===== config.mk =====
export PLATFORM = sky130hd
export DESIGN_NAME = ascii_integer_parser
export DESIGN_NICKNAME = d
export VERILOG_FILES = /design/src/aip_pkg.sv /design/src/ascii_integer_parser.sv
export SDC_FILE = /design/constraint.sdc
export NUM_CORES = 2
export LEC_CHECK = 0
export ABC_AREA = 1
export ABC_CLOCK_PERIOD_IN_PS = 10500
export BUFFER_PORTS_ARGS = -buffer_cell sky130_fd_sc_hd__buf_2
export CORE_UTILIZATION = 45
export CTS_CLUSTER_DIAMETER = 50
export CTS_CLUSTER_SIZE = 24
export DETAILED_ROUTE_END_ITERATION = 10
export SLEW_MARGIN = 20
export SYNTH_ARGS = -nofsm -noshare
export SYNTH_HDL_FRONTEND = slang
export SYNTH_SLANG_ARGS = --single-unit

===== constraint.sdc =====
create_clock -name clk -period 10.5 [get_ports clk]
set_input_delay 1.575 -clock clk [delete_from_list [all_inputs] [get_ports clk]]
set_output_delay 1.575 -clock clk [all_outputs]
set_load 0.005 [all_outputs]

===== src/aip_pkg.sv =====
// ----------------------------------------------------------------------------
// aip_pkg - shared definitions for the ASCII integer parser
// Parse phases, status codes, character constants and the digit decoder.
// ----------------------------------------------------------------------------
package aip_pkg;

	localparam int unsigned LENGTH_LIMIT_DEF = 4095;
	localparam int unsigned BASE_W           = 6;
	localparam int unsigned VALUE_W          = 64;
	localparam int unsigned LEN_W            = 12;
	localparam int unsigned DIGIT_W          = 7;

	localparam logic [BASE_W-1:0] BASE_RESET = 6'd10;
	localparam logic [BASE_W-1:0] BASE_MAX   = 6'd36;
	localparam logic [BASE_W-1:0] BASE_HEX   = 6'd16;
	localparam logic [BASE_W-1:0] BASE_DEC   = 6'd10;
	localparam logic [BASE_W-1:0] BASE_OCT   = 6'd8;
	localparam logic [BASE_W-1:0] BASE_ONE   = 6'd1;
	localparam logic [BASE_W-1:0] BASE_AUTO  = 6'd0;
	localparam logic [BASE_W-1:0] BASE_MIN   = 6'd2;

	localparam logic [DIGIT_W-1:0] NOT_A_DIGIT = 7'd99;

	localparam logic [7:0] CH_NUL   = 8'h00;
	localparam logic [7:0] CH_SPACE = 8'h20;
	localparam logic [7:0] CH_HT    = 8'h09;
	localparam logic [7:0] CH_LF    = 8'h0A;
	localparam logic [7:0] CH_VT    = 8'h0B;
	localparam logic [7:0] CH_FF    = 8'h0C;
	localparam logic [7:0] CH_CR    = 8'h0D;
	localparam logic [7:0] CH_PLUS  = 8'h2B;
	localparam logic [7:0] CH_MINUS = 8'h2D;
	localparam logic [7:0] CH_ZERO  = 8'h30;
	localparam logic [7:0] CH_NINE  = 8'h39;
	localparam logic [7:0] CH_UP_A  = 8'h41;
	localparam logic [7:0] CH_UP_Z  = 8'h5A;
	localparam logic [7:0] CH_UP_X  = 8'h58;
	localparam logic [7:0] CH_LO_A  = 8'h61;
	localparam logic [7:0] CH_LO_Z  = 8'h7A;
	localparam logic [7:0] CH_LO_X  = 8'h78;

	localparam logic [VALUE_W-1:0] VALUE_MAX = 64'h7FFF_FFFF_FFFF_FFFF;
	localparam logic [VALUE_W-1:0] VALUE_MIN = 64'h8000_0000_0000_0000;

	typedef enum logic [2:0] {
		PH_SPACE   = 3'd0,
		PH_SIGN    = 3'd1,
		PH_ZERO    = 3'd2,
		PH_PREFIX  = 3'd3,
		PH_DIGITS  = 3'd4,
		PH_DONE    = 3'd5,
		PH_NOCONV  = 3'd6,
		PH_INVALID = 3'd7
	} phase_t;

	typedef enum logic [1:0] {
		ST_OK      = 2'd0,
		ST_NOCONV  = 2'd1,
		ST_RANGE   = 2'd2,
		ST_INVALID = 2'd3
	} status_t;

	function automatic logic [DIGIT_W-1:0] digit_of(input logic [7:0] c);
		logic [DIGIT_W-1:0] d;
		d = NOT_A_DIGIT;
		if (c >= CH_ZERO && c <= CH_NINE) begin
			d = DIGIT_W'(c - CH_ZERO);
		end else if (c >= CH_UP_A && c <= CH_UP_Z) begin
			d = DIGIT_W'(c - CH_UP_A) + 7'd10;
		end else if (c >= CH_LO_A && c <= CH_LO_Z) begin
			d = DIGIT_W'(c - CH_LO_A) + 7'd10;
		end
		return d;
	endfunction

	function automatic logic is_space(input logic [7:0] c);
		return c == CH_SPACE || c == CH_FF || c == CH_LF || c == CH_CR ||
			c == CH_HT || c == CH_VT;
	endfunction

endpackage


===== src/ascii_integer_parser.sv =====
// ----------------------------------------------------------------------------
// ascii_integer_parser - text to signed 64-bit integer converter
// Parses one byte per cycle unless text_stall is high, with C strtoll rules, and gives one result per text.
// ----------------------------------------------------------------------------
// Usage:
//   Text enters on text_byte/text_valid/text_stall, one byte per transfer; a
//   zero byte ends the text and produces exactly one result transfer on
//   parsed_value/converted_length/status with result_valid/result_stall.
//   Other bytes produce no result.
//   number_base is written through base_wr_en/base_wr_data between texts and
//   is sampled on the first byte of each text (0 = auto octal/decimal/hex).
// Timing:
//   A zero-byte transfer reaches result_valid through the input register and
//   the result register. One byte is taken every cycle unless text_stall is
//   high: the input register feeds a single multiply-add by the base (64 x 6
//   bits) plus overflow check into the parse state and the result register.
// Reset:
//   arst_n clears the parse state, empties both registers and sets the base
//   to 10.
// Stall:
//   A stalled result holds; the byte behind it keeps flowing unless it is
//   itself a terminator, in which case text_stall rises until the result moves.
// ----------------------------------------------------------------------------
module ascii_integer_parser #(
	parameter int unsigned LENGTH_LIMIT = aip_pkg::LENGTH_LIMIT_DEF
) (
	input  logic                             clk,
	input  logic                             arst_n,
	input  logic                             base_wr_en,
	input  logic [aip_pkg::BASE_W-1:0]       base_wr_data,
	input  logic                             text_valid,
	output logic                             text_stall,
	input  logic [7:0]                       text_byte,
	output logic                             result_valid,
	input  logic                             result_stall,
	output logic signed [aip_pkg::VALUE_W-1:0] parsed_value,
	output logic [aip_pkg::LEN_W-1:0]        converted_length,
	output logic [1:0]                       status
);
	import aip_pkg::*;

	localparam int unsigned POS_W = $clog2(LENGTH_LIMIT + 1);
	localparam logic [POS_W-1:0] POS_LIMIT = POS_W'(LENGTH_LIMIT);
	localparam int unsigned PROD_W = VALUE_W + BASE_W;

	logic [BASE_W-1:0]  number_base_q;

	logic               valid_s1;
	logic [7:0]         byte_s1;

	phase_t             phase_q;
	logic               neg_q;
	logic [VALUE_W-1:0] acc_q;
	logic               ovf_q;
	logic [BASE_W-1:0]  eff_q;
	logic [POS_W-1:0]   pos_q;
	logic [POS_W-1:0]   end_q;

	logic               res_valid_q;
	logic [VALUE_W-1:0] res_value_q;
	logic [LEN_W-1:0]   res_len_q;
	status_t            res_status_q;

	phase_t             phase_d;
	logic               neg_d;
	logic [VALUE_W-1:0] acc_d;
	logic               ovf_d;
	logic [BASE_W-1:0]  eff_d;
	logic [POS_W-1:0]   end_d;
	logic               emit;
	logic [VALUE_W-1:0] emit_value;
	logic [POS_W-1:0]   emit_len;
	status_t            emit_status;
	logic               s1_fire;
	logic [POS_W-1:0]   pos_next;

	// ---------------------------------------------------------------- parse
	always_comb begin
		logic [DIGIT_W-1:0] v;
		logic               is_end;
		logic               do_first;
		logic               do_digits;
		logic               em_fixed;
		logic               em_final;
		status_t            fix_status;
		logic [BASE_W-1:0]  b;
		logic [PROD_W-1:0]  prod;
		logic [VALUE_W-1:0] mag;

		phase_d    = phase_q;
		neg_d      = neg_q;
		acc_d      = acc_q;
		ovf_d      = ovf_q;
		eff_d      = eff_q;
		end_d      = end_q;
		do_first   = 1'b0;
		do_digits  = 1'b0;
		em_fixed   = 1'b0;
		em_final   = 1'b0;
		fix_status = ST_NOCONV;
		v          = digit_of(byte_s1);
		is_end     = byte_s1 == CH_NUL;

		// base is sampled on the first byte of a text
		if (pos_q == '0 && phase_q == PH_SPACE) begin
			eff_d = number_base_q;
			if (eff_d == BASE_ONE || eff_d > BASE_MAX) begin
				phase_d = PH_INVALID;
			end
		end

		unique case (phase_d)
			PH_SPACE: begin
				if (is_end) begin
					em_fixed = 1'b1;
				end else if (is_space(byte_s1)) begin
					phase_d = PH_SPACE;
				end else if (byte_s1 == CH_MINUS) begin
					neg_d   = 1'b1;
					phase_d = PH_SIGN;
				end else if (byte_s1 == CH_PLUS) begin
					phase_d = PH_SIGN;
				end else begin
					do_first = 1'b1;
				end
			end
			PH_SIGN: begin
				do_first = 1'b1;
			end
			PH_ZERO: begin
				if (byte_s1 == CH_LO_X || byte_s1 == CH_UP_X) begin
					eff_d   = BASE_HEX;
					end_d   = pos_q;
					phase_d = PH_PREFIX;
				end else begin
					if (eff_d == BASE_AUTO) begin
						eff_d = BASE_OCT;
					end
					acc_d     = '0;
					phase_d   = PH_DIGITS;
					do_digits = 1'b1;
				end
			end
			PH_PREFIX: begin
				if (!is_end && v < DIGIT_W'(BASE_HEX)) begin
					acc_d   = VALUE_W'(v);
					phase_d = PH_DIGITS;
				end else begin
					acc_d = '0;
					ovf_d = 1'b0;
					if (is_end) begin
						em_final = 1'b1;
					end else begin
						phase_d = PH_DONE;
					end
				end
			end
			PH_DIGITS: begin
				do_digits = 1'b1;
			end
			PH_DONE: begin
				em_final = is_end;
			end
			PH_NOCONV: begin
				em_fixed = is_end;
			end
			PH_INVALID: begin
				em_fixed   = is_end;
				fix_status = ST_INVALID;
			end
			default: begin
				phase_d = PH_SPACE;
			end
		endcase

		// first character after white space and sign
		if (do_first) begin
			if (byte_s1 == CH_ZERO && (eff_d == BASE_AUTO || eff_d == BASE_HEX)) begin
				phase_d = PH_ZERO;
			end else begin
				if (eff_d == BASE_AUTO) begin
					eff_d = BASE_DEC;
				end
				if (!is_end && v < DIGIT_W'(eff_d)) begin
					acc_d   = VALUE_W'(v);
					phase_d = PH_DIGITS;
				end else if (is_end) begin
					em_fixed = 1'b1;
				end else begin
					phase_d = PH_NOCONV;
				end
			end
		end

		// acc * base + digit; overflow leaves the accumulator alone
		b    = (eff_d >= BASE_MIN) ? eff_d : BASE_MIN;
		prod = PROD_W'(acc_d) * PROD_W'(b) + PROD_W'(v);
		if (do_digits) begin
			if (!is_end && v < DIGIT_W'(eff_d)) begin
				if (prod[PROD_W-1:VALUE_W] != '0) begin
					ovf_d = 1'b1;
				end else begin
					acc_d = prod[VALUE_W-1:0];
				end
			end else begin
				end_d = pos_q;
				if (is_end) begin
					em_final = 1'b1;
				end else begin
					phase_d = PH_DONE;
				end
			end
		end

		// saturate and sign
		mag         = ovf_d ? '1 : acc_d;
		emit_value  = '0;
		emit_len    = '0;
		emit_status = fix_status;
		if (em_final) begin
			emit_len = end_d;
			if (neg_d) begin
				if (mag > VALUE_MIN) begin
					emit_value  = VALUE_MIN;
					emit_status = ST_RANGE;
				end else begin
					emit_value  = '0 - mag;
					emit_status = ovf_d ? ST_RANGE : ST_OK;
				end
			end else if (mag > VALUE_MAX) begin
				emit_value  = VALUE_MAX;
				emit_status = ST_RANGE;
			end else begin
				emit_value  = mag;
				emit_status = ST_OK;
			end
		end
		emit = em_fixed || em_final;
	end

	assign pos_next   = (pos_q >= POS_LIMIT) ? POS_LIMIT : pos_q + 1'b1;
	assign s1_fire    = valid_s1 && (!emit || !res_valid_q || !result_stall);
	assign text_stall = valid_s1 && !s1_fire;

	// ---------------------------------------------------------------- registers
	always_ff @(posedge clk or negedge arst_n) begin
		if (!arst_n) begin
			number_base_q <= BASE_RESET;
		end else if (base_wr_en) begin
			number_base_q <= base_wr_data;
		end
	end

	always_ff @(posedge clk or negedge arst_n) begin
		if (!arst_n) begin
			valid_s1 <= 1'b0;
		end else if (text_valid && !text_stall) begin
			valid_s1 <= 1'b1;
		end else if (s1_fire) begin
			valid_s1 <= 1'b0;
		end
	end

	always_ff @(posedge clk) begin
		if (text_valid && !text_stall) begin
			byte_s1 <= text_byte;
		end
	end

	always_ff @(posedge clk or negedge arst_n) begin
		if (!arst_n) begin
			phase_q <= PH_SPACE;
			neg_q   <= 1'b0;
			acc_q   <= '0;
			ovf_q   <= 1'b0;
			eff_q   <= '0;
			pos_q   <= '0;
			end_q   <= '0;
		end else if (s1_fire) begin
			if (emit) begin
				phase_q <= PH_SPACE;
				neg_q   <= 1'b0;
				acc_q   <= '0;
				ovf_q   <= 1'b0;
				eff_q   <= '0;
				pos_q   <= '0;
				end_q   <= '0;
			end else begin
				phase_q <= phase_d;
				neg_q   <= neg_d;
				acc_q   <= acc_d;
				ovf_q   <= ovf_d;
				eff_q   <= eff_d;
				pos_q   <= pos_next;
				end_q   <= end_d;
			end
		end
	end

	always_ff @(posedge clk or negedge arst_n) begin
		if (!arst_n) begin
			res_valid_q <= 1'b0;
		end else if (s1_fire && emit) begin
			res_valid_q <= 1'b1;
		end else if (!result_stall) begin
			res_valid_q <= 1'b0;
		end
	end

	always_ff @(posedge clk) begin
		if (s1_fire && emit) begin
			res_value_q  <= emit_value;
			res_len_q    <= LEN_W'(emit_len);
			res_status_q <= emit_status;
		end
	end

	assign result_valid     = res_valid_q;
	assign parsed_value     = res_value_q;
	assign converted_length = res_len_q;
	assign status           = res_status_q;

endmodule


Word-level counts from Yosys, hierarchy flattened. Cells that the tools add are included.

$mul: 1. Add/subtract/negate cells: 8. Eq/ne operators: 21. Order comparisons: 14. Multiplexer cells: 92. Reductions and logical operators: 38.

Operators by type and width (number): $mux 64 (12); $pmux 64 s2 (1); $mux 12 (7); $add 70x7->70 (1); $mul 64x6->70 (1); $mux 6 (11); $gt 64x63->1 const B (1); $gt 64x64->1 const B (1); $sub 1x64->64 const A (1); $mux 3 (17); $eq 8x4->1 const B (5); $eq 8x6->1 const B (4); $mux 1 (29); $mux 7 (4); $eq 8x7->1 const B (2); $ge 8x7->1 const B (2); $le 8x7->1 const B (2); $add 7x4->7 const B (2); $lt 7x6->1 (2); $sub 7x7->7 const B (2); $add 12x1->12 const B (1); $eq 3x3->1 const B (4); $ge 12x12->1 const B (1); $logic_and 1x1->1 (12); other kinds (23) (49).

Flip-flop bits (word level): 193. Output and inout bits: 80. Input bits: 19. Logic and storage cells: 188.

Logic depth before layout (Yosys ltp).
Word-level depth: 28. Mapped depth: 73. Depth with buffers taken out: 69.

Least setup slack after synthesis. No wires, ideal clock.

Path type: reg-to-reg. From: register byte_s1[5]. To: register res_value_q[12] (netlist: parsed_value[12]), data pin. Setup time: 0.144 ns. Arrival time: 9.128 ns. Setup slack: 1.228 ns. Path buffers: 7. Clock period less this slack: 9.272 ns. Stages on the path, launching flop included: 61. Data required time: 10.356 ns. Cell sequence: edfxtp_1 inv_1 ha_1 inv_1 a21oi_1 nand2_1 nor2_2 nor2_1 inv_2 clkbuf_1 ha_1 nand2_1 nor2_1 nor2_1 nand2_2 nor2_8 buf_6 buf_4 [25 not listed] nor2_2 buf_2 buf_4 o21bai_1 clkbuf_1 nor2_1 ha_1 nand3_1 nor2_4 nand2_2 nor2_4 nand2_4 nor2_8 nand2_4 a21oi_4 buf_6 nand2_1 a21oi_2.

Word-level cells in the longest chain between the ends: 23. Elaborated cells on any way between the ends: 96. Those cells by class: add/sub (7); mul (1); order compare (12); eq/ne (12); mux (46); reduce/logical (18).

RTL lines: start, declared (RTL line ascii_integer_parser.sv:49) `logic [7:0] byte_s1;`; start signal, assigned (RTL line ascii_integer_parser.sv:266) `byte_s1 <= text_byte;`; parallel branches: the longest is 23 deep, another holds $sub 7x7->7; end signal, assigned (RTL line ascii_integer_parser.sv:312) `res_value_q <= emit_value;`; end, declared (RTL line ascii_integer_parser.sv:60) `logic [VALUE_W-1:0] res_value_q;`.

Parallel ways; which one is timed is not known. The select of a mux whose other input is x is not followed. A chain may end at the register's enable or synchronous reset.

Worst setup path in the final report.
From: register pos_q[0]. To: register res_value_q[7] (netlist: parsed_value[7]), data pin.

Word-level cells in the longest chain between the ends: 26. Elaborated cells on any way between the ends: 57. Those cells by class: add/sub (2); mul (1); order compare (5); eq/ne (6); mux (33); reduce/logical (10).

RTL lines: start, declared (RTL line ascii_integer_parser.sv:56) `logic [POS_W-1:0] pos_q;`; start signal, assigned (RTL line ascii_integer_parser.sv:294) `pos_q <= pos_next;`; $logic_not 12->1 (*) (RTL line ascii_integer_parser.sv:105) `if (pos_q == '0 && phase_q == PH_SPACE) begin`; $logic_and 1x1->1 (*) (RTL line ascii_integer_parser.sv:105); $mux 6 (RTL line ascii_integer_parser.sv:105); $logic_not 6->1 (RTL line ascii_integer_parser.sv:136) `if (eff_d == BASE_AUTO) begin`; $mux 6 (RTL line ascii_integer_parser.sv:136); $mux 6 (RTL line ascii_integer_parser.sv:131) `if (byte_s1 == CH_LO_X || byte_s1 == CH_UP_X) begin`; $mux 6 (RTL line ascii_integer_parser.sv:112) `unique case (phase_d)`; $logic_not 6->1 (RTL line ascii_integer_parser.sv:178, ascii_integer_parser.sv:181); [10 not listed]; $reduce_bool 6->1 (RTL line ascii_integer_parser.sv:200) `if (prod[PROD_W-1:VALUE_W] != '0) begin`; $mux 64 or $mux 1 (tied branches) (RTL line ascii_integer_parser.sv:200); $mux 64 or $mux 1 (tied branches) (RTL line ascii_integer_parser.sv:199) `if (!is_end && v < DIGIT_W'(eff_d)) begin`; $mux 64 or $mux 1 (tied branches) (RTL line ascii_integer_parser.sv:198) `if (do_digits) begin`; $mux 64 (RTL line ascii_integer_parser.sv:216) `mag = ovf_d ? '1 : acc_d;`; $sub 1x64->64, or another cell as far along (RTL line ascii_integer_parser.sv:227) `emit_value = '0 - mag;`; $mux 64, on equally long branches (RTL line ascii_integer_parser.sv:223, ascii_integer_parser.sv:230); $mux 64 (RTL line ascii_integer_parser.sv:222) `if (neg_d) begin`.

Mark *: on every way between the ends. The rest lies on a longest branch, timed or not. The select of a mux whose other input is x is not followed.

==> results.toml <==
[status]
status = "finished clean"

[synth]
synth-edff-count = 86
syn_nets = 4532
async_reset_ff_frac = 0.554
synthMostInstantiatedCell = "nand2_1"
yosys.area.top_type_share = 0.181
synthCells = 4093
synth_compound_area_frac = 0.0828
ys_types = 58
synth_xor_area_frac = 0.0281
postSynthAreaPerCell_um2 = 6.84
synthSimpleGateAreaFrac = 0.339
synth_top_cells_by_count = "nand2_1, nor2_1, inv_1"
synth_area_mm2 = 0.0280
synth.area.top_cells = "fa_1, nand2_1, nor2_1"
synth_fa_ha_area_frac = 0.255
synth.area.mux_share = 0
synth_top_area_cell = "fa_1"
ys_seq_area_frac = 0.188
ys_ff_latch = 193
ys.flop_type = "dfrtp_1"
synth_top_family_by_area = "simple AND/OR/NAND/NOR gates"
yosysWarnings = 0

[global_routing]
grt_use_total = 0.313
grt-ovfl-total = 0
antenna_found_initial = 0
grt_max_degree = 79
grt_pass1_wl_um = 153000
grt_pass1_vias = 26400

[worst_hold_path]
hold_path.class = "reg -> reg"

[sta]
clock.fmax_ghz = 0.102
fin_worst_skew_ps = 24.4
relSlewSlack = 0.331
hold_ws_ps = 493
hold_viol_final = 0
worst_pin_slew_ps = 1000
finalSetupTns_ps = 0
period_share = 0.935
setup_ws_ps = 680
finalSetupViolCount = 0
fin_crit_ps = 9820
slew_violations = 0

[worst_setup_path]
cpPeakStageDelay_ps = 520
cp-end-kind = "flip-flop"
cp_data_arrival_time_ps = 10160
cp-start-kind = "flip-flop"
regToRegSetupSlack_ps = 680
cpMostUsedCell = "nand2_1"
worst-setup-path-type = "reg -> reg"
worstPathRequired_ps = 10840
crit_path_top_delay_cell = "fa_1"
cp_max_fo = 9

[power]
p_sw_uw = 5410
p_leak_uw = 0.0169
peakVddDrop_uv = 218
swShare = 0.599
clkPwrFrac = 0.086
powerDensity_mw_per_mm2 = 292
comb_power_share = 0.802
seqPwrFrac = 0.113
internal-power_uw = 3620

[layout]
final_cells = 5081
n_antenna_cell = 0
layout.nets = 4670
final_layout_size_suffix_gt1_frac = 0.119
syn2layout_area_growth_pct = 10.4

[clock_network]
h-tree-depth = 4
insertion_delay_ps = 520
hold_buffers = 0
cts_buffers = 17
cts_sinks = 193
cts_tree = "built"
path_clk_slew_ps = 90
clock-root-buffer = "clkbuf_16"
cts_buffer_depth = 2

[die]
initial_core_util = 0.455
core_area_mm2 = 0.0616
dieArea_mm2 = 0.0632
fp.dieW_um = 251
ios = 99
die_y_um = 251
row_count = 91

[placement]
dp_cells = 5040
pre_cts_slack_ps = 625
port_buffers = 98
place.gp.congestion = 0.996
hpwl_um = 77900

[detailed_routing]
drt_iter0_drc = 2477
drt_wl_total_um = 96900
via_count = 26900
route.detailed.drc = 0
postRouteAntennaNets = 0
firstDrtPassIters = 6
routedWlPerCell_um = 19.1
avgViaCountPerCell = 5.29

[run]
maxCapViolCount = 0
[sequential cells by signal (all words and copies together) (netlist names), 2 cells and up]
signal and cells:
eff_q 6, byte_s1 8, converted_length 12, number_base_q 6, status 2, end_q 12
parsed_value 64, pos_q 12, phase_q 3, acc_q 64
[kinds of logic after synthesis]
| group | Yosys count |
|---|---|
| and+or+nand+nor | 2245 |
| buffers and inverters | 736 |
| adders and majority gates | 420 |
| AOI/OAI and AO/OA | 409 |
| DFF | 193 |
| xor gates and xnor gates | 90 |
[power by group through the flow]
stage | clock network (uW) | registers (uW) | logic [uW]
2_1_floorplan | 0 | 1010 | 4720
3_3_place_gp | 0 | 1030 | 7070
3_5_place_dp | 0 | 1030 | 7020
4_1_cts | 787 | 1020 | 7070
5_1_grt | 806 | 1040 | 7990
6_report | 774 | 1020 | 7240
[critical path: cells and delay by family (launching register included)]
kind	cells	cell delay (ps)
DFF	1	410
AOI/OAI and AO/OA	4	1020
and+or+nand+nor	35	4270
adders and majority gates	7	2810
buffers and inverters	12	1090
[final timing paths]
kind | start | to | cells after the start
setup reg to reg | pos_q[0]$_DFFE_PN0P_ | parsed_value[7]$_SDFFCE_PP0P_ | 58
min in group asynchronous | arst_n | end_q[9]$_DFFE_PN0P_ | 1
hold reg to reg | end_q[8]$_DFFE_PN0P_ | end_q[8]$_DFFE_PN0P_ | 2
hold / removal | end_q[8]$_DFFE_PN0P_ | end_q[8]$_DFFE_PN0P_ | 2
setup / recovery | pos_q[0]$_DFFE_PN0P_ | parsed_value[7]$_SDFFCE_PP0P_ | 58
max in group asynchronous | arst_n | acc_q[50]$_DFFE_PN0P_ | 2
[per-layer routing]
layer | track usage | part of all wire
met1 | 0.442 | 0.46
met2 | 0.481 | 0.44
met3 | 0.0634 | 0.081
met4 | 0.0909 | 0.025
met5 | 0 | 0
[timing repair]
item	in CTS	in global routing
buffers inserted	0	8
setup endpoints to repair	0	65
gates resized for setup	0	39
[per-stage QoR]
step / total power (uW) / instance area (um^2) / util
2_1_floorplan: 5720 / 28000 / -
3_3_place_gp: 8090 / 30100 / 0.488
5_1_grt: 9840 / 30900 / 0.502
4_1_cts: 8870 / 30700 / 0.499
3_5_place_dp: 8050 / 30100 / 0.488
6_report: 9040 / 30900 / 0.502
[cell type report]
class	instances	area [um^2]
inverters	601	2260
fillers	6425	30700
clock inverters	15	239
clock buffers	17	425
multi-input cells	3164	19900
flip-flops and latches	193	5260
repair buffers	254	1810
well taps	837	1050
[placed cells by master (no fill, tap or decap), drive strengths merged, types with 18 or more instances in the layout]
cell,count
dfrtp,105
nand4,39
fa,253
nand2,1106
o22ai,66
xor2,46
nor3,37
a21oi,160
buf,253
xnor2,44
o21ai,141
inv,609
clkbuf,18
nand3,252
ha,167
nor2,793
edfxtp,86
Note: power is estimated with default switching activity, not from simulation.
